## src/rtl/core/gle_pkg.sv

```systemverilog
// ----------------------------------------------------------------------------
// gle_pkg
// Shared types and constants of the GIF LZW encoder.
// ----------------------------------------------------------------------------
package gle_pkg;

    localparam int SYMBOL_BITS    = 8;
    localparam int CODE_BITS      = 12;
    localparam int WIDTH_BITS     = 4;
    localparam int IDX_BITS       = CODE_BITS + SYMBOL_BITS;
    localparam int DICT_DEPTH     = 1 << IDX_BITS;
    localparam int CODE_DEPTH     = 1 << CODE_BITS;
    localparam int SUBBLOCK_BYTES = 255;

    localparam logic [CODE_BITS-1:0]  DICT_LIMIT = CODE_BITS'(4095);
    localparam logic [CODE_BITS-1:0]  CLEAR_CODE = CODE_BITS'(1 << SYMBOL_BITS);
    localparam logic [CODE_BITS-1:0]  END_CODE   = CODE_BITS'((1 << SYMBOL_BITS) + 1);
    localparam logic [CODE_BITS-1:0]  FIRST_CODE = CODE_BITS'((1 << SYMBOL_BITS) + 2);
    localparam logic [WIDTH_BITS-1:0] BASE_WIDTH = WIDTH_BITS'(SYMBOL_BITS + 1);

    typedef struct packed {
        logic [SYMBOL_BITS-1:0] sym;
        logic                   last;
    } t_pixel_item;

    typedef struct packed {
        logic [CODE_BITS-1:0]  code;
        logic [WIDTH_BITS-1:0] width;
        logic                  final_word;
    } t_code_word;

    typedef enum logic [3:0] {
        ST_IDLE,
        ST_START,
        ST_LOOK,
        ST_RD1,
        ST_DEC,
        ST_FULL,
        ST_F1,
        ST_F2,
        ST_F3
    } t_eng_state;

endpackage

```

## src/rtl/core/gle_packer.sv

```systemverilog
// ----------------------------------------------------------------------------
// gle_packer
// Bit packer: queues code words, packs them LSB first into bytes and marks
// sub-block and image ends.
// ----------------------------------------------------------------------------
module gle_packer
    import gle_pkg::*;
(
    input  logic       i_clk,
    input  logic       i_rst_n,
    input  logic       i_word_valid,
    input  t_code_word i_word,
    output logic       o_word_ready,
    output logic       o_valid,
    input  logic       i_ready,
    output logic [7:0] o_data_byte,
    output logic       o_block_last,
    output logic [7:0] o_block_length,
    output logic       o_image_last
);

    t_code_word  r_q [4];
    logic [1:0]  r_wr;
    logic [1:0]  r_rd;
    logic [2:0]  r_cnt;
    logic [18:0] r_acc;
    logic [4:0]  r_bits;
    logic        r_flush;
    logic [7:0]  r_bcount;
    logic        r_out_valid;
    logic [7:0]  r_out_byte;
    logic        r_out_blast;
    logic [7:0]  r_out_blen;
    logic        r_out_ilast;

    logic        w_push;
    logic        w_load;
    logic        w_emit;
    logic        w_ilast;
    logic [7:0]  w_nb;
    t_code_word  w_head;

    assign o_word_ready = (r_cnt != 3'd4);
    assign w_push       = i_word_valid && o_word_ready;
    assign w_head       = r_q[r_rd];
    assign w_load       = (r_cnt != 3'd0) && !r_flush && (r_bits < 5'd8);
    assign w_emit       = ((r_bits >= 5'd8) || (r_flush && (r_bits != 5'd0)))
                          && (!r_out_valid || i_ready);
    assign w_ilast      = r_flush && (r_bits <= 5'd8);
    assign w_nb         = r_bcount + 8'd1;

    assign o_valid        = r_out_valid;
    assign o_data_byte    = r_out_byte;
    assign o_block_last   = r_out_blast;
    assign o_block_length = r_out_blen;
    assign o_image_last   = r_out_ilast;

    always_ff @(posedge i_clk) begin
        if (w_push) begin
            r_q[r_wr] <= i_word;
        end
        if (w_emit) begin
            r_out_byte  <= r_acc[7:0];
            r_out_ilast <= w_ilast;
            if ((32'(w_nb) >= SUBBLOCK_BYTES) || w_ilast) begin
                r_out_blast <= 1'b1;
                r_out_blen  <= w_nb;
            end else begin
                r_out_blast <= 1'b0;
                r_out_blen  <= 8'd0;
            end
        end
        if (!i_rst_n) begin
            r_wr        <= '0;
            r_rd        <= '0;
            r_cnt       <= '0;
            r_acc       <= '0;
            r_bits      <= '0;
            r_flush     <= 1'b0;
            r_bcount    <= '0;
            r_out_valid <= 1'b0;
        end else begin
            if (w_push) begin
                r_wr <= r_wr + 2'd1;
            end
            if (w_load) begin
                r_rd    <= r_rd + 2'd1;
                r_acc   <= r_acc | (19'(w_head.code) << r_bits);
                r_bits  <= r_bits + 5'(w_head.width);
                r_flush <= w_head.final_word;
            end else if (w_emit) begin
                r_acc  <= r_acc >> 8;
                r_bits <= (r_bits >= 5'd8) ? (r_bits - 5'd8) : 5'd0;
                if (w_ilast) begin
                    r_flush <= 1'b0;
                end
                if ((32'(w_nb) >= SUBBLOCK_BYTES) || w_ilast) begin
                    r_bcount <= 8'd0;
                end else begin
                    r_bcount <= w_nb;
                end
            end
            case ({w_push, w_load})
                2'b10:   r_cnt <= r_cnt + 3'd1;
                2'b01:   r_cnt <= r_cnt - 3'd1;
                default: r_cnt <= r_cnt;
            endcase
            if (w_emit) begin
                r_out_valid <= 1'b1;
            end else if (i_ready) begin
                r_out_valid <= 1'b0;
            end
        end
    end

endmodule

```

## config.mk

```make
export PLATFORM = sky130hd
export DESIGN_NAME = gle_packer
export DESIGN_NICKNAME = d
export VERILOG_FILES = /design/src/rtl/core/gle_pkg.sv /design/src/rtl/core/gle_packer.sv
export SDC_FILE = /design/constraint.sdc
export NUM_CORES = 1
export LEC_CHECK = 0
export ABC_AREA = 1
export BUFFER_PORTS_ARGS = -buffer_cell sky130_fd_sc_hd__buf_2
export CAP_MARGIN = 10
export CELL_PAD_IN_SITES_DETAIL_PLACEMENT = 1
export CELL_PAD_IN_SITES_GLOBAL_PLACEMENT = 1
export CORE_AREA = 3 3 117 119
export CTS_BUF_LIST = sky130_fd_sc_hd__clkbuf_16
export CTS_CLUSTER_DIAMETER = 60
export DETAILED_ROUTE_END_ITERATION = 10
export DIE_AREA = 0 0 120 122
export HOLD_SLACK_MARGIN = 0.15
export PLACE_DENSITY_LB_ADDON = 0.1
export SLEW_MARGIN = 20
export SYNTH_ARGS = -nofsm -noshare
export SYNTH_HDL_FRONTEND = slang
export SYNTH_SLANG_ARGS = --single-unit
```

## constraint.sdc

```tcl
create_clock -name i_clk -period 3.1 [get_ports i_clk]
set_input_delay 0.62 -clock i_clk [delete_from_list [all_inputs] [get_ports i_clk]]
set_output_delay 0.62 -clock i_clk [all_outputs]
set_load 0.03 [all_outputs]
```

### Word level (Yosys, flattened, before mapping)

Memories as Yosys holds them, arrays and structs flattened. A register that Yosys moved wholly into a read port is not among the register bits.
Index checks and enable logic that the tools add are counted.

| storage, ports and cells | value |
|---|---|
| memories | 1 |
| bits in latches | 0 |
| memory bits (writable) | 68 |
| ROM bits | 0 |
| register bits | 59 |
| input port bits | 21 |

Memories:

| memory | words | width | rd ports | clocked after Yosys merged registers in | write ports | RTL line | RTL |
|---|---|---|---|---|---|---|---|
| r_q | 4 | 17 | 1 | 1 | 1 | gle_packer.sv:22 | `t_code_word r_q [4];` |

| operators by class | value |
|---|---|
| order comparisons | 4 |
| equality and inequality tests | 3 |
| reduce and logical (&&, ||, !) cells | 19 |
| div/mod/pow operators | 0 |
| multiplexer cells | 17 |
| bitwise logic cells | 2 |
| shift-type cells | 1 |
| $add $sub $neg | 7 |
| multipliers | 0 |

Operators with widths:

| operator | number |
|---|---|
| $mux 19 | 2 |
| $or 19x19->19 | 1 |
| $shl 12x5->19 | 1 |
| $mux 5 | 3 |
| $add 8x1->8 const B | 1 |
| $ge 8x8->1 const B | 1 |
| $mux 1 | 8 |
| $mux 8 | 1 |
| $reduce_bool 2->1 | 4 |
| $logic_and 1x1->1 | 6 |
| $pmux 3 s2 | 1 |
| $add 5x4->5 | 1 |
| $ge 5x4->1 const B | 1 |
| $le 5x4->1 const B | 1 |
| $lt 5x4->1 const B | 1 |
| $reduce_bool 5->1 | 1 |
| $sub 5x4->5 const B | 1 |
| $add 2x1->2 const B | 2 |
| $mux 2 | 2 |
| $reduce_and 2->1 | 2 |
| $add 3x1->3 const B | 1 |
| $logic_or 1x1->1 | 3 |
| $ne 3x3->1 const B | 1 |
| $reduce_bool 3->1 | 1 |
| other kinds (5) | 6 |

### Logic depth before layout (Yosys ltp)

| depth | value |
|---|---|
| depth after elaboration | 6 |
| gate-level depth with buffers | 15 |
| mapped depth without buffers | 13 |

### Worst setup path before layout

No wires, ideal clock.

| path | value |
|---|---|
| kind | reg-to-reg |
| start | reg r_bits[3] |
| end | reg r_cnt[2] |
| setup slack | 441 ps |
| path buffers | 2 |
| data arrival time | 2,537 ps |
| cell stages (with the launch flop) | 16 |
| cell sequence | dfxtp_1 clkbuf_1 inv_1 ha_1 inv_1 a31oi_1 nand2_1 inv_1 buf_1 ha_1 inv_1 fa_1 a21oi_1 o21ai_0 o21ai_0 a21oi_1 |

| on the way | value |
|---|---|
| cells in the longest elaborated chain, start to end | 4 |

RTL lines:

| item | RTL line | RTL |
|---|---|---|
| start: declaration | gle_packer.sv:27 | `logic [4:0] r_bits;` |
| start signal: assignment | gle_packer.sv:89 | `r_bits <= r_bits + 5'(w_head.width);` |
| start signal: assignment | gle_packer.sv:93 | `r_bits <= (r_bits >= 5'd8) ? (r_bits - 5'd8) : 5'd0;` |
| $lt 5x4->1 (*) | gle_packer.sv:46 | `assign w_load = (r_cnt != 3'd0) && !r_flush && (r_bits < 5'd8);` |
| $logic_and 1x1->1 (*) | gle_packer.sv:46 |  |
| via w_load | gle_packer.sv:37 | `logic w_load;` |
| $eq 2x1->1 or $eq 2x2->1 (tied branches) | gle_packer.sv:103 | `case ({w_push, w_load})` |
| $pmux 3 s2 or $reduce_bool 2->1 (tied branches) | -- |  |
| end signal: assignment | gle_packer.sv:104 | `2'b10: r_cnt <= r_cnt + 3'd1;` |
| end signal: assignment | gle_packer.sv:105 | `2'b01: r_cnt <= r_cnt - 3'd1;` |
| end signal: assignment | gle_packer.sv:106 | `default: r_cnt <= r_cnt;` |
| end: declaration | gle_packer.sv:25 | `logic [2:0] r_cnt;` |

Mark *: on every way through the listed nets, which the timed path passes. The rest lies on a longest branch.
A chain may end at the register's enable or synchronous reset.

### Worst setup path after layout

| path | value |
|---|---|
| start | reg r_bits[3] |
| end | reg r_cnt[2] |

| on the way | value |
|---|---|
| cells in the longest elaborated chain, start to end | 4 |

RTL lines:

| item | RTL line |
|---|---|
| $lt 5x4->1 (*) | gle_packer.sv:46 |
| $logic_and 1x1->1 (*) | gle_packer.sv:46 |
| $eq 2x1->1 or $eq 2x2->1 (tied branches) | gle_packer.sv:103 |
| $pmux 3 s2 or $reduce_bool 2->1 (tied branches) | -- |

Every way passes the cells marked *; elsewhere a longest branch is shown, timed or not.

==> results.py <==
metrics = {
    "outcome": {
        "status": "finished, final reports clean",
    },
    "placement": {
        "place_inst": 846,
        "dp_hpwl_um": 10700,
        "port-buffer-count": 40,
        "finalWeightedCongestion": 0.888,
    },
    "global_route": {
        "global_route_wire_length_before_repair_um": 26200,
        "grt_busiest_layer": "met2",
        "grt_pass1_vias": 5205,
        "grt_antenna_before_repair": 0,
        "grt-ovfl-total": 0,
        "grt_use_met2_pct": 41.3,
        "grt_util_all_layers_pct": 23.3,
        "grt_met1_usage_pct": 28.6,
        "met3_global_route_usage_pct": 4.78,
        "pin_count_of_the_biggest_net_entering_global_routing": 26,
    },
    "worst_hold_path": {
        "min-delay-start": "i_word[12]",
        "hold_path_class": "in2reg",
    },
    "logic_synthesis": {
        "dominantRegCellSynth": "sky130_fd_sc_hd__edfxtp_1",
        "synth.cells.most_frequent": "sky130_fd_sc_hd__nand2_1 (182), sky130_fd_sc_hd__nand3_1 (92), sky130_fd_sc_hd__edfxtp_1 (86)",
        "cell_area_after_synthesis_mm2": 0.00594,
        "synth_edf_count": 86,
        "yosys_register_bits": 129,
        "synthTopCellsByArea": "sky130_fd_sc_hd__edfxtp_1 (43%), sky130_fd_sc_hd__dfxtp_1 (14%), sky130_fd_sc_hd__nand2_1 (11%), sky130_fd_sc_hd__nand3_1 (7.7%), sky130_fd_sc_hd__inv_1 (3.0%)",
        "synth.lib_cells_used.distinct": 38,
        "synth_largest_area_cell": "sky130_fd_sc_hd__edfxtp_1",
        "share_of_async_settable_or_async_resettable_flops_after_synthesis_pct": 0,
        "syn_avg_cell_area_um2": 9.18,
        "ys_seq_area_share_pct": 57.9,
        "count_of_synthesis_stage_warnings_from_yosys": 0,
        "post_synth_inst_count": 647,
        "most_frequent_cell_after_synthesis": "sky130_fd_sc_hd__nand2_1",
        "syn_nets": 682,
        "post-synth-top-area-fraction_pct": 43.5,
    },
    "power_and_ir_drop": {
        "p_int_uw": 4510,
        "vdd_ir_drop_max_mv": 0.619,
        "netSwitchingPower_uw": 3160,
        "power_frac_clock_pct": 27.4,
        "p_leak_uw": 0.00289,
        "pd_cells_mw_per_mm2": 1110,
        "power.share.sequential_pct": 33.0,
        "combPwrFrac_pct": 39.6,
        "sw_frac_of_total_pct": 41.2,
    },
    "worst_setup_path": {
        "worst-setup-path-type": "reg2reg",
        "worst-path-max-fanout": 13,
        "critical_path_required_ps": 3410,
        "critPathLaunch": "r_bits[3]",
        "worst_setup_path_end_kind": "flip-flop",
        "r2r-start": "r_bits[3]",
        "critPathArrivalTime_ps": 2890,
        "critPathLaunchType": "flip-flop",
    },
    "cts": {
        "number_of_levels_the_h_tree_was_split_into": 4,
        "cts_post_setup_buffers_inserted": 0,
        "clock_slew_at_the_register_clock_pins_of_the_worst_setup_and_hold_paths_ps": 60,
        "clock_tree.root_cell": "sky130_fd_sc_hd__clkbuf_16",
        "tritoncts_num_sinks": 129,
        "clkLatencyLatePin_ps": 420,
        "postCtsHoldBufs": 0,
        "post_cts_resized": 0,
        "clock_path_buffers": 2,
        "tritoncts_clock_tree": "yes",
        "tritoncts.num_buffers": 17,
    },
    "sta": {
        "fin_worst_skew_ps": 8.10,
        "fin_crit_sh_pct": 83.4,
        "worstMarginPinSlew_ps": 783,
        "report.final.hold_viol_count": 0,
        "min_period_ps": 2590,
        "tns_ps": 0,
        "slew_headroom_pct": 47.8,
        "rsz0062_at_grt": "false",
        "timing.fmax_mhz": 387,
        "slew_violations": 0,
        "setup_viol": 0,
    },
    "route": {
        "detail_route.first_pass.iterations": 4,
        "drc": 0,
        "routed_wire_length_per_instance_um": 18.2,
        "routed_wirelength_um": 16000,
        "vias": 4718,
        "postRouteAntennaNets": 0,
        "drt-initial-drc-count": 313,
        "average_vias_per_placed_instance": 5.37,
    },
    "finish": {
        "drive_above_1_share_pct": 14.7,
        "finalNonFillerCells": 878,
        "num-nets-final": 728,
        "synthToLayoutAreaGrowth_pct": 16.6,
        "antennaDiodeCount": 0,
    },
    "floorplan": {
        "floorplan.initialDensity_pct": 46.9,
        "die_area_mm2": 0.0146,
        "num_rows": 41,
        "dieWidth_um": 120,
        "num_io_pins": 41,
        "die_outline_height_um": 122,
        "core_box_area_mm2": 0.0127,
    },
    "flow_run": {
        "timing.max_cap.violations": 0,
    },
}
==> area by class of cell <==
class                   instances  area [um2]
multi-input cells             437        2150
inverters                      56         210
fillers                      1499        5740
well taps                     172         215
clock buffers                  17         425
clock inverters                15         193
repair buffers                 52         290
flip-flops and latches        129        3440
==> layer usage <==
| metal | wire length, um | up-vias |
|---|---|---|
| met5 | 0 | - |
| met4 | 205 | 0 |
| met3 | 514 | 17 |
| met2 | 8390 | 82 |
| met1 | 6910 | 2338 |
| li1 | - | 2281 |
==> path summary, 6_finish.rpt <==
| path | cells after the start | slack (ps) | to |
|---|---|---|---|
| setup / recovery | 13 | 510 | r_cnt[2] |
| hold / removal | 1 | 410 | r_q[1][12] |
| setup reg to reg | 13 | 510 | r_cnt[2] |
| hold reg to reg | 0 | 430 | o_data_byte[6] |
==> cells by family after synthesis <==
family	after synthesis	synth area share [%]
AO/OA/AOI/OAI	84	8.09
XOR/XNOR	5	0.737
adder cells (fa/ha/maj)	14	3.20
buffers and inverters	81	5.81
flip-flops	129	57.9
AND/OR/NAND/NOR	334	24.2
==> metrics by stage <==
stage | power (uW) | utilization, % | worst slack, ps | area (um2) | hold WS [ps]
2_1_floorplan | 4700 | - | 441 | 5940 | 403
3_3_place_gp | 5450 | 49.8 | 716 | 6310 | 415
3_5_place_dp | 5590 | 49.8 | 544 | 6310 | 420
4_1_cts | 7740 | 54.7 | 503 | 6930 | 392
5_1_grt | 8210 | 54.7 | 284 | 6930 | 396
6_report | 7670 | 54.7 | 514 | 6930 | 412
==> placed cells by master, fill, tap and decap left out, types with 7 or more instances in the layout <==
cell	n
sky130_fd_sc_hd__clkbuf_16	17
sky130_fd_sc_hd__nor3_1	7
sky130_fd_sc_hd__buf_2	40
sky130_fd_sc_hd__o21ai_0	30
sky130_fd_sc_hd__inv_1	49
sky130_fd_sc_hd__a21oi_1	28
sky130_fd_sc_hd__dfxtp_1	43
sky130_fd_sc_hd__edfxtp_1	86
sky130_fd_sc_hd__nand3_1	92
sky130_fd_sc_hd__ha_1	12
sky130_fd_sc_hd__nor2_1	36
sky130_fd_sc_hd__nand2_1	182
sky130_fd_sc_hd__buf_4	12
==> registers in the layout, summed over array words and instances, names as in the netlist, 3 cells and up, named ones only <==
| signal | flops |
|---|---|
| r_acc | 19 |
| o_block_length | 8 |
| o_data_byte | 8 |
| r_cnt | 3 |
| r_bcount | 8 |
| r_bits | 5 |
| r_q | 68 |
==> worst max-delay path, stage by stage, from the launching register on <==
cell                      delay, ps
sky130_fd_sc_hd__dfxtp_1        470
sky130_fd_sc_hd__inv_1          190
sky130_fd_sc_hd__ha_1           170
sky130_fd_sc_hd__inv_1           80
sky130_fd_sc_hd__a31oi_1        150
sky130_fd_sc_hd__nand2_1        190
sky130_fd_sc_hd__inv_1          120
sky130_fd_sc_hd__ha_1           140
sky130_fd_sc_hd__inv_1           70
sky130_fd_sc_hd__fa_1           390
sky130_fd_sc_hd__a21oi_1        150
sky130_fd_sc_hd__o21ai_0        120
sky130_fd_sc_hd__o21ai_0        180
sky130_fd_sc_hd__a21oi_1         60
==> power by group through the flow <==
stage	Clock, uW	Sequential, uW	Combinational [uW]
floorplan	0	2730	1980
global placement	0	2540	2920
detailed placement	0	2560	3030
CTS	2140	2530	3060
global route	2210	2580	3420
finish	2100	2530	3040
(Power assumes the default switching activity.)
