==> src/rtl/core/gle_pkg.sv <==
// ----------------------------------------------------------------------------
// gle_pkg
// Shared types and constants of the GIF LZW encoder.
// ----------------------------------------------------------------------------
package gle_pkg;

    localparam int SYMBOL_BITS    = 8;
    localparam int CODE_BITS      = 12;
    localparam int WIDTH_BITS     = 4;
    localparam int IDX_BITS       = CODE_BITS + SYMBOL_BITS;
    localparam int DICT_DEPTH     = 1 << IDX_BITS;
    localparam int CODE_DEPTH     = 1 << CODE_BITS;
    localparam int SUBBLOCK_BYTES = 255;

    localparam logic [CODE_BITS-1:0]  DICT_LIMIT = CODE_BITS'(4095);
    localparam logic [CODE_BITS-1:0]  CLEAR_CODE = CODE_BITS'(1 << SYMBOL_BITS);
    localparam logic [CODE_BITS-1:0]  END_CODE   = CODE_BITS'((1 << SYMBOL_BITS) + 1);
    localparam logic [CODE_BITS-1:0]  FIRST_CODE = CODE_BITS'((1 << SYMBOL_BITS) + 2);
    localparam logic [WIDTH_BITS-1:0] BASE_WIDTH = WIDTH_BITS'(SYMBOL_BITS + 1);

    typedef struct packed {
        logic [SYMBOL_BITS-1:0] sym;
        logic                   last;
    } t_pixel_item;

    typedef struct packed {
        logic [CODE_BITS-1:0]  code;
        logic [WIDTH_BITS-1:0] width;
        logic                  final_word;
    } t_code_word;

    typedef enum logic [3:0] {
        ST_IDLE,
        ST_START,
        ST_LOOK,
        ST_RD1,
        ST_DEC,
        ST_FULL,
        ST_F1,
        ST_F2,
        ST_F3
    } t_eng_state;

endpackage

==> src/rtl/core/gle_front.sv <==
// ----------------------------------------------------------------------------
// gle_front
// Input queue: takes pixel words and holds them for the dictionary engine.
// ----------------------------------------------------------------------------
module gle_front
    import gle_pkg::*;
(
    input  logic                   i_clk,
    input  logic                   i_rst_n,
    input  logic                   i_valid,
    output logic                   o_ready,
    input  logic [SYMBOL_BITS-1:0] i_pixel_index,
    input  logic                   i_last_pixel,
    output logic                   o_item_valid,
    output t_pixel_item            o_item,
    input  logic                   i_item_pop
);

    t_pixel_item r_q [4];
    logic [1:0]  r_wr;
    logic [1:0]  r_rd;
    logic [2:0]  r_cnt;
    logic        w_push;
    logic        w_pop;

    assign o_ready      = (r_cnt != 3'd4);
    assign o_item_valid = (r_cnt != 3'd0);
    assign o_item       = r_q[r_rd];
    assign w_push       = i_valid && o_ready;
    assign w_pop        = i_item_pop && o_item_valid;

    always_ff @(posedge i_clk) begin
        if (w_push) begin
            r_q[r_wr] <= '{sym: i_pixel_index, last: i_last_pixel};
        end
        if (!i_rst_n) begin
            r_wr  <= '0;
            r_rd  <= '0;
            r_cnt <= '0;
        end else begin
            if (w_push) begin
                r_wr <= r_wr + 2'd1;
            end
            if (w_pop) begin
                r_rd <= r_rd + 2'd1;
            end
            case ({w_push, w_pop})
                2'b10:   r_cnt <= r_cnt + 3'd1;
                2'b01:   r_cnt <= r_cnt - 3'd1;
                default: r_cnt <= r_cnt;
            endcase
        end
    end

endmodule

==> config.mk <==
export PLATFORM = sky130hd
export DESIGN_NAME = gle_front
export DESIGN_NICKNAME = d
export VERILOG_FILES = /design/src/rtl/core/gle_pkg.sv /design/src/rtl/core/gle_front.sv
export SDC_FILE = /design/constraint.sdc
export NUM_CORES = 1
export LEC_CHECK = 0
export ABC_AREA = 1
export ABC_CLOCK_PERIOD_IN_PS = 4600
export BUFFER_PORTS_ARGS = -buffer_cell sky130_fd_sc_hd__buf_4
export CAP_MARGIN = 10
export CORE_MARGIN = 2
export CORE_UTILIZATION = 35
export DETAILED_ROUTE_END_ITERATION = 16
export MAX_ROUTING_LAYER = met4
export PLACE_DENSITY_LB_ADDON = 0.08
export REMOVE_ABC_BUFFERS = 1
export SLEW_MARGIN = 30
export SYNTH_ARGS = -nofsm -noshare
export SYNTH_HDL_FRONTEND = slang
export SYNTH_SLANG_ARGS = --single-unit
==> constraint.sdc <==
create_clock -name i_clk -period 4.6 [get_ports i_clk]
set_input_delay 0.92 -clock i_clk [delete_from_list [all_inputs] [get_ports i_clk]]
set_output_delay 0.92 -clock i_clk [all_outputs]
set_load 0.05 [all_outputs]
=== Word level (Yosys, flattened, before mapping) ===
Memory sizes are Yosys's and may differ from the RTL's. A register that Yosys moved wholly into a read port is not among the register bits.
Cells that the tools add are included.

* $add $sub $neg: 4
* Eq/ne operators: 3
* Muxes and demuxes: 5
* Reductions and logical operators: 4

{| class="wikitable"
|+ Operators by type and width
! operator !! count
|-
| $pmux 3 s2 || 1
|-
| $add 2x1->2 const B || 2
|-
| $mux 2 || 2
|-
| $add 3x1->3 const B || 1
|-
| $ne 3x3->1 const B || 1
|-
| $reduce_bool 3->1 || 1
|-
| $sub 3x1->3 const B || 1
|-
| $eq 2x1->1 const B || 1
|-
| $eq 2x2->1 const B || 1
|-
| $logic_and 1x1->1 || 2
|-
| $mux 1 || 2
|-
| $reduce_bool 2->1 || 1
|}

* Bits in registers: 7
* Bits in writable memories: 36
* Bits of input ports: 13
* Output and inout port bits: 11
* Memories kept: 1

{| class="wikitable"
|+ Memory list
! name !! words !! bits a word !! rd ports !! clocked after Yosys merged registers in !! wr ports !! RTL line !! text
|-
| r_q || 4 || 9 || 1 || 1 || 1 || gle_front.sv:19 || <nowiki>t_pixel_item r_q [4];</nowiki>
|}

=== Depth between registers and ports, before layout ===
Gate-level depths: netlist of run 1.

* Word-level depth: 4
* Gate-level depth with buffers: 13

=== Worst setup path before layout of run 1 ===
OpenSTA, ideal clock, no wires.

* Path kind: register to output
* Start point: register with a tool-made name
* End point: output port o_item[7] in the netlist's numbering
* Arrival: 1.425 ns
* Required time: 3.680 ns
* Setup slack: 2.255 ns
* Stages on the path, launching flop included: 6
* Cells stage by stage: dfxtp_1 buf_6 inv_4 buf_6 o21ai_1 o22ai_1

{| class="wikitable"
|+ RTL lines
! item !! RTL line !! text
|-
| end, declared || gle_front.sv:15 || <nowiki>output t_pixel_item o_item,</nowiki>
|}

==> results.md, run 1 <==
* Outcome: complete, no violations
* Worst slew margin at 0.3760
* Combinational Power Share at 0.365
* Flop pwr share at 0.412
* Simple-gate area share of the yosys netlist at 0.1175
* Critical Path Max Stage Delay at between 0.7 and 0.8 ns
* Final WL at 3648 um
* PortBufs at 23
* Initial antenna violation count at 0
* Internal at just under 800 uW
* WS Path Type: reg2out
* Most frequent cells in the layout: edfxtp_1, nor2_1, buf_4
* Max-slew violations at 0
* Unrepaired setup endpoints after global routing: no
* Endpoints failing hold at 0
* CTS buffer count at 5
* Flip-flop and latch area at approximately 0.0013 mm2
* Worst path slowest cell: dfxtp_1
* Vias at ~1200
* Clk root buf: clkbuf_8
* Core Rows at 26
* Worst Hold Class: reg2reg
* Fill count at around 500
* Clock slew seen by the registers of the worst setup and hold paths at about 0.080 ns
* Resized cells post-CTS at 0
* Final Cycle Share at 0.5786
* Clk pwr share at 0.223
* Part of the Yosys area used for sequential elements at 0.6848
* Area of the die at just under 0.006 mm2
* DRC viols at 0
* Vias in the first global route at ~1200
* Synth Area in XOR/XNOR at 0
* Gate Count Post-Synth at roughly 150
* CTS tree: yes
* Layout cell share with drive strength beyond 1 at 0.2143
* Pwr Total at 1298 uW
* Routed wire length per instance at approximately 14 um
* Setup violations, final at 0
* Diode count at 0
* I/O pin cnt at 24
* Largest family of logic cells by synthesized area: simple AND/OR/NAND/NOR gates
* MaxCap Viol Count at 0
* Peak Freq at roughly 0.38 GHz
* Arrival time worst endpoint at approximately 1.7 ns
* Hold bufs inserted after CTS at 0
* Final ANT Viol Nets at 0
* Crit-path max FO at 19
* Clock Sinks at 45
* Post-Syn Area at around 0.0018 mm2
* GPL Wtd Cong at about 0.75
* Critical Path Sink Type: output port
* First-pass GRT wire length at 5920 um
* Overflow after GRT at 0
* Ys Warns at 0
* Total negative slack at 0 ns
* Post-synth top area share at 0.5870
* PwrDens at 594.4 mW/mm2
* Yosys reg bits at between 40 and 50
* Peak supply drop at ~0.00018 V
* Yosys cell types at 20
* Synth Area in Compound Gates at 0.09851
* Hold_ws at 0.5111 ns
* Min cycle time layout at 2.661 ns
* Die width at approximately 77 um
* Worst EP required at 3.68 ns
* GRT Util Overall at 0.1384
* Vias/cell at 4.726
* Postcts setup bufs at 0
* Die H at roughly 77 um
* Setup Skew at ~0.0027 ns
* Area grow syn2layout at 18.55%
* Post-DP Area at about 0.0021 mm2
* Most common cell after layout, fill and taps aside: edfxtp_1
* CP cell instances: inv_4, o21ai_0, o22ai_1, buf_4
* Clock Latency Late Sink at around 0.3 ns
* Core area at about 0.0051 mm2
* Multi-input gate area at 485.5 um2
* Final Core Density at 0.4275
* Clock buffer depth at 2
* Synth Area per Inst at between 10 and 15 um2
* Largest net degree at the start of global routing at 20
* Pre-antenna DRT Iters at 4
* Post-route cell area at roughly 0.0022 mm2
* Worst slew pin tran at a little over 0.9 ns
* Starting Density at 0.3606
* Hpwl dp at about 2400 um
* Startpoint types: flop
* Mux cell area share after synthesis at 0
* Initial DRC count at 81
* H-Tree Depth at 2
* Lkg Pwr at 0.0008220 uW
* Dominant cell type by area after synthesis: edfxtp_1
* Largest cells by area after synthesis: edfxtp_1, dfxtp_1, nor2_1, o21ai_0, ha_1
* NetSw at between 500 and 600 uW
* Switching Fraction at 0.3915
* Area share of fa/ha/maj cells after synthesis at 0.04484
* Final nets at 200
power groups by stage:
stage | registers (uW) | logic (uW) | clock network (uW)
2_1_floorplan | 531 | 342 | 0
3_3_place_gp | 542 | 460 | 0
3_5_place_dp | 544 | 475 | 0
4_1_cts | 535 | 477 | 293
5_1_grt | 541 | 514 | 310
6_report | 534 | 474 | 290
synth_stat cells:
cell / count
edfxtp_1: 36
nor2_1: 26
o21ai_0: 18
inv_1: 16
nand2_1: 11
dfxtp_1: 9
o22ai_1: 9
a21oi_1: 5
ha_1: 5
nand3_1: 5
buf_6: 2
nand2_2: 2
nand2_4: 2
o21ai_1: 2
buf_4: 1
fa_1: 1
inv_2: 1
inv_4: 1
nor2_2: 1
nor2_4: 1
path summary, 6_finish.rpt:
check	slack [ns]	cells after the start	endpoint	startpoint
max	1.94	4	o_item[8]	flop
min	0.51	2	r_wr[1]	r_wr[1]
max reg2reg	2.78	11	r_cnt[2]	r_cnt[1]
min reg2reg	0.51	2	r_wr[1]	r_wr[1]
per-layer routing:
layer | GRT usage | wire length [um] | up-vias
li1 | - | - | 585
met1 | 0.1712 | 1741 | 577
met2 | 0.2142 | 1687 | 24
met3 | 0.04147 | 157 | 5
met4 | 0.05455 | 62 | 0
met5 | - | 0 | -
logic make-up after synthesis:
logic type	after synthesis
AOI/OAI and AO/OA	34
adders and majority gates	6
DFF	45
buffers and inverters	21
and+or+nand+nor	48
registers in the layout (all words and copies together) (netlist names), named ones only:
signal,cells
r_q,36
r_cnt,3
r_rd,2
r_wr,2
final cells by class:
type,instances,share of cell area
inverters,18,0.03209
clock inverters,2,0.01547
well taps,70,0.04011
repair buffers,23,0.07908
multi-input cells,88,0.2224
flip-flops and latches,45,0.5777
clock buffers,6,0.03324
per-stage QoR:
| step | setup slack, ns | std cells |
|---|---|---|
| detailed placement | 2.262 | 244 |
| global route | 1.785 | 252 |
| global placement | 2.275 | 244 |
| finish | 1.939 | 252 |
| CTS | 1.921 | 252 |
| floorplan | 2.149 | 151 |
worst max-delay path, delay by kind of cell, from the launching register on:
kind | cells | cell delay (ns)
AO/OA/AOI/OAI | 2 | 0.30
buffers and inverters | 2 | 0.40
flip-flops | 1 | 0.75
Power figures use the tool's default switching activity.
==> run 2: changes to the inputs <==
--- a/config.mk
+++ b/config.mk
@@ -6,7 +6,7 @@
 export NUM_CORES = 1
 export LEC_CHECK = 0
 export ABC_AREA = 1
-export ABC_CLOCK_PERIOD_IN_PS = 4600
+export ABC_CLOCK_PERIOD_IN_PS = 2500
 export BUFFER_PORTS_ARGS = -buffer_cell sky130_fd_sc_hd__buf_4
 export CAP_MARGIN = 10
 export CORE_MARGIN = 2
==> constraint.sdc (replaced) <==
create_clock -name i_clk -period 2.5 [get_ports i_clk]
set_input_delay 0.5 -clock i_clk [delete_from_list [all_inputs] [get_ports i_clk]]
set_output_delay 0.5 -clock i_clk [all_outputs]
set_load 0.05 [all_outputs]
==> results.md, run 2 (same netlist as run 1, synthesis figures left out) <==
* Outcome: complete, no violations
* Clock buffer depth at 2 (unchanged)
* Peak Freq at between 0.4 and 0.5 GHz
* FF-to-FF Start: r_cnt[2]
* Post-route met1 wirelength at 1683 um (-3.3%)
* Met3 routed WL at 130 um (-17%)
* Critical Path Sink Type: output port
* Starting Density at 0.3606 (unchanged)
* Peak supply drop at 0.0004501 V (+150%)
* Area grow syn2layout at 18.89%
* GPL Wtd Cong at 0.7254 (-3.0%)
* Worst r2r dst: r_cnt[2]
* Initial antenna violation count at 0 (unchanged)
* GRT Util Overall at 0.1396 (+0.001126)
* Largest net degree at the start of global routing at 19 (-5.0%)
* Setup violations, final at 0 (unchanged)
* Endpoints failing hold at 0 (unchanged)
* Final Cycle Share at 0.8323
* Path depth of the worst reg2reg path at 13 (+2)
* Critical Path Max Stage Delay at 0.42 ns (-0.33 ns)
* Vias/cell at 4.685 (-0.88%)
* Routed wire length per instance at 13.88 um (-4.1%)
* Setup Skew at 0.005459 ns (+0.002723 ns)
* Hold_ws at 0.4083 ns (-0.1029 ns)
* Hold Path Stages at 1 (-1)
* Clock Latency Late Sink at 0.29 ns (about the same)
* Clock slew seen by the registers of the worst setup and hold paths at 0.08 ns (about the same)
* Regs by FF count: r_q x36, r_cnt x3
* CP cell instances: inv_1, o21ai_0, o22ai_1, buf_4
* First-pass GRT wire length at 6037 um (+2.0%)
* Most common cell after layout, fill and taps aside: edfxtp_1
* Final WL at 3568 um (-2.2%)
* Met2 wire len at 1685 um (-0.12%)
* Die width at 76.54 um (unchanged)
* Final nets at 205 (+2.5%)
* H-Tree Depth at 2 (unchanged)
* CTS buffer count at 5 (unchanged)
* Resized cells post-CTS at 0 (unchanged)
* Vias at 1204 (+1.1%)
* Postcts setup bufs at 0 (unchanged)
* Crit-path max FO at 10 (-9)
* Top routing layer in use: met4
* Worst Hold Class: in2reg
* Overflow after GRT at 0 (unchanged)
* Final ANT Viol Nets at 0 (unchanged)
* CTS tree: yes
* Max-slew violations at 0 (unchanged)
* Layout cell share with drive strength beyond 1 at 0.2193 (+0.004966)
* # placed instances at 249 (+2.0%)
* Worst slew pin tran at 0.3662 ns (-0.5663 ns)
* CP Buf/Inv Count at 2 (unchanged)
* Die H at 76.54 um (unchanged)
* MaxCap Viol Count at 0 (unchanged)
* Area of the die at 0.005858 mm2 (unchanged)
* Most flops, register: r_q
* Worst slew margin at 0.7555 (+0.3795)
* Core Rows at 26 (unchanged)
* Hold path startpoint: i_pixel_index[4]
* Largest register FFs at 36 (unchanged)
* Fin cells at 257 (+2.0%)
* Clk root buf: clkbuf_8
* Lkg Pwr at 0.0008355 uW (+1.7%)
* Arrival time worst endpoint at 1.58 ns (-0.16 ns)
* Hpwl dp at 2460 um (+2.5%)
* I/O pin cnt at 24 (unchanged)
* PwrDens at 1041 mW/mm2 (+75%)
* Worst EP required at 2.00 ns (-1.68 ns)
* PortBufs at 23 (unchanged)
* Initial DRC count at 31 (-62%)
* DRC viols at 0 (unchanged)
* WHS Endpoint: r_q[3][5]
* Pre-antenna DRT Iters at 4 (unchanged)
* Unrepaired setup endpoints after global routing: no
* Clock Sinks at 45 (unchanged)
* Fill count at 510 (+2.6%)
* R2R setup slack at 0.66 ns (-2.12 ns)
* Startpoint types: flop
* Vias in the first global route at 1232 (+2.8%)
* Critical path's top delay family: buffers and inverters
* WS Path Type: reg2out
* Core area at 0.005107 mm2 (unchanged)
* Min cycle time layout at approximately 2.1 ns
* Hold bufs inserted after CTS at 0 (unchanged)
* Total negative slack at 0 ns (unchanged)
* Worst path slowest cell: dfxtp_1
* Most frequent cells in the layout: edfxtp_1, buf_4, nor2_1
* Diode count at 0 (unchanged)
==> run 2: per-stage QoR <==
| step | cell area (um2) | power, uW | utilization | setup slack [ns] |
|---|---|---|---|---|
| after floorplan | 1812 | 1606 | - | 0.4694 |
| after global placement | 2110 | 1865 | 0.4130 | 0.7092 |
| after detailed placement | 2110 | 1890 | 0.4130 | 0.6436 |
| after CTS | 2190 | 2308 | 0.4287 | 0.3909 |
| after global routing | 2190 | 2429 | 0.4287 | 0.2539 |
| final | 2190 | 2279 | 0.4287 | 0.4194 |
==> run 2: worst max path at each step <==
stage / from / end / slack (ns) / cells after the start
6_report: flop / o_item[2] / 0.42 / 4
5_1_grt: flop / o_item[2] / 0.25 / 4
4_1_cts: flop / o_item[2] / 0.39 / 4
3_5_place_dp: i_valid / r_cnt[2] / 0.64 / 11
3_3_place_gp: flop / o_item[2] / 0.71 / 4
2_1_floorplan: flop / o_item[0] / 0.47 / 2
==> run 2: power by group <==
part	switching [uW]	internal [uW]	leakage [uW]
logic	627	270	0.000392
clock network	215	198	0.0000395
registers	67.9	901	0.000404
total	910	1370	0.000836
==> run 2: final cells by class <==
class                           count  area [um2]  area share
Timing Repair Buffer               28       210.2     0.09600
Tap cell                           70       87.58     0.04000
Clock buffer                        8       80.08     0.03657
Multi-Input combinational cell     88       480.5      0.2194
Inverter                           18       70.07     0.03200
Sequential cell                    45        1261      0.5760
==> run 2: worst register-to-register path, delay by kind of cell, from the launching register on <==
family	cells	cell delay [ns]
buffers and inverters	4	0.32
adder cells (fa/ha/maj)	2	0.57
flip-flops	1	0.37
AND/OR/NAND/NOR	7	0.48
==> run 2: per-layer routing <==
layer | global-route usage | up-vias
met3 | 0.03791 | 6
met1 | 0.1628 | 585
met4 | 0.05455 | 0
met2 | 0.2301 | 19
met5 | - | -
li1 | - | 594
==> run 3: changes to the inputs <==
--- a/config.mk
+++ b/config.mk
@@ -6,7 +6,7 @@
 export NUM_CORES = 1
 export LEC_CHECK = 0
 export ABC_AREA = 1
-export ABC_CLOCK_PERIOD_IN_PS = 2500
+export ABC_CLOCK_PERIOD_IN_PS = 2100
 export BUFFER_PORTS_ARGS = -buffer_cell sky130_fd_sc_hd__buf_4
 export CAP_MARGIN = 10
 export CORE_MARGIN = 2
==> constraint.sdc (replaced) <==
create_clock -name i_clk -period 2.1 [get_ports i_clk]
set_input_delay 0.42 -clock i_clk [delete_from_list [all_inputs] [get_ports i_clk]]
set_output_delay 0.42 -clock i_clk [all_outputs]
set_load 0.05 [all_outputs]
==> results.md, run 3 (same netlist as run 1, synthesis figures left out) <==
* Clock Sinks at 45 (unchanged)
* Critical Path Sink Type: output port
* Met2 wire len at 1714 um (+1.7%)
* Dpl ws at 0.3332 ns (-0.3103 ns)
* Largest net degree at the start of global routing at 19 (unchanged)
* GPL Wtd Cong at 0.7481 (+3.1%)
* WS Path Type: reg2out
* Most common cell after layout, fill and taps aside: edfxtp_1
* WHS Endpoint: r_q[2][6]
* Final Cycle Share at 0.8835
* FF-to-FF Start: r_cnt[1]
* Vias at 1166 (-3.2%)
* Worst r2r dst: r_cnt[2]
* PortBufs at 23 (unchanged)
* PwrDens at 1286 mW/mm2 (+24%)
* Met3 routed WL at 130 um (unchanged)
* Worst EP required at 1.68 ns (-0.32 ns)
* Most frequent cells in the layout: edfxtp_1, buf_4, nor2_1
* Vias/cell at 4.537 (-3.2%)
* Clk root buf: clkbuf_8
* Layout cell share with drive strength beyond 1 at 0.2406 (+0.02139)
* Peak supply drop at 0.0005435 V (+21%)
* Min cycle time layout at 1.855 ns
* Largest register FFs at 36 (unchanged)
* Clock Latency Late Sink at 0.29 ns (about the same)
* I/O pin cnt at 24 (unchanged)
* Routed wire length per instance at 13.29 um (-4.3%)
* Worst slew pin tran at 0.3643 ns (-0.001912 ns)
* Core area at 0.005107 mm2 (unchanged)
* Post-route met1 wirelength at 1536 um (-8.7%)
* Area grow syn2layout at 20.65%
* Final ANT Viol Nets at 0 (unchanged)
* MaxCap Viol Count at 0 (unchanged)
* Endpoints failing hold at 0 (unchanged)
* Setup ws final at 0.2447 ns (-0.1747 ns)
* Worst Hold Class: in2reg
* Setup Skew at 0.006378 ns (+0.0009190 ns)
* Lkg Pwr at 0.0008520 uW (+2.0%)
* Top routing layer in use: met4
* Starting Density at 0.3606 (unchanged)
* Clock slew seen by the registers of the worst setup and hold paths at 0.09 ns (about the same)
* Hold path startpoint: i_pixel_index[5]
* Setup violations, final at 0 (unchanged)
* Arrival time worst endpoint at 1.44 ns (-0.14 ns)
* H-Tree Depth at 2 (unchanged)
* Startpoint types: flop
* Final WL at 3416 um (-4.3%)
* Worst slew margin at 0.7568 (+0.001276)
* Crit-path max FO at 11 (+1)
* Vias in the first global route at 1227 (-0.41%)
* Max-slew violations at 0 (unchanged)
* Overflow after GRT at 0 (unchanged)
* Post-route cell area at 0.002222 mm2 (+1.5%)
* Core Rows at 26 (unchanged)
* Final nets at 205 (unchanged)
* Unrepaired setup endpoints after global routing: no
* CTS tree: yes
* R2R setup slack at 0.33 ns (-0.33 ns)
* Outcome: complete, no violations
* Initial antenna violation count at 0 (unchanged)
* Total negative slack at 0 ns (unchanged)
* Postcts setup bufs at 0 (unchanged)
* Post-DP Area at 0.002110 mm2 (unchanged)
* DRC viols at 0 (unchanged)
* Pre-antenna DRT Iters at 4 (unchanged)
* Die width at 76.54 um (unchanged)
* Initial DRC count at 55 (+77%)
* Area of the die at 0.005858 mm2 (unchanged)
* Path depth of the worst reg2reg path at 12 (-1)
* Die H at 76.54 um (unchanged)
* Regs by FF count: r_q x36, r_cnt x3
* CTS buffer count at 5 (unchanged)
* Hpwl dp at 2353 um (-4.4%)
* Clock buffer depth at 2 (unchanged)
* Diode count at 0 (unchanged)
* First-pass GRT wire length at 5796 um (-4.0%)
* GRT Util Overall at 0.1325 (-0.007022)
* Most flops, register: r_q
* Hold Path Stages at 1 (unchanged)
* Peak Freq at 0.5390 GHz
## run 3: worst max path at each step
stage                           end  slack (ns)  cells after the start
after floorplan           o_item[0]        0.15                      2
after global placement    o_item[2]        0.42                      4
after global routing      o_item[2]        0.07                      3
after CTS                 o_item[0]        0.09                      4
after detailed placement   r_cnt[2]        0.33                     12
final                     o_item[0]        0.24                      4
## run 3: layer usage
metal  GRT usage  vias up
li1            -      595
met2      0.2221       20
met1      0.1537      547
met4     0.03818        0
met3     0.04147        4
met5           -        -
## run 3: metrics by stage
step,hold WS (ns),util,total power [uW],cells
after floorplan,0.4620,-,1912,151
after global placement,0.4956,0.4130,2226,249
after detailed placement,0.5051,0.4130,2251,249
after CTS,0.3146,0.4348,2898,257
after global routing,0.3065,0.4351,3031,257
final,0.3220,0.4351,2858,257
## run 3: repair_timing
item / CTS / global route
hold buffers: 0 / 0
gates resized for setup: 0 / 2
setup endpoints to repair: 0 / 6
hold endpoints to repair: 0 / 0
## run 3: cell type report
class                   count  area, um2
clock buffers               6      72.57
clock inverters             2      38.79
fillers                   501       2885
inverters                  18      70.07
multi-input cells          88      480.5
flip-flops and latches     45       1262
well taps                  70      87.58
repair buffers             28      210.2
## run 3: power breakdown
group          leakage [uW]  switching [uW]  internal (uW)
Combinational      0.000392             735            326
Clock             0.0000554             287            357
Sequential         0.000405            80.4           1070
Total              0.000852            1100           1760
## run 3: worst max-delay path, stage by stage, from the launching register on
cell and delay, ns:
dfxtp_2 0.44, buf_4 0.21, o21ai_0 0.10, o22ai_1 0.18
buf_4 0.22
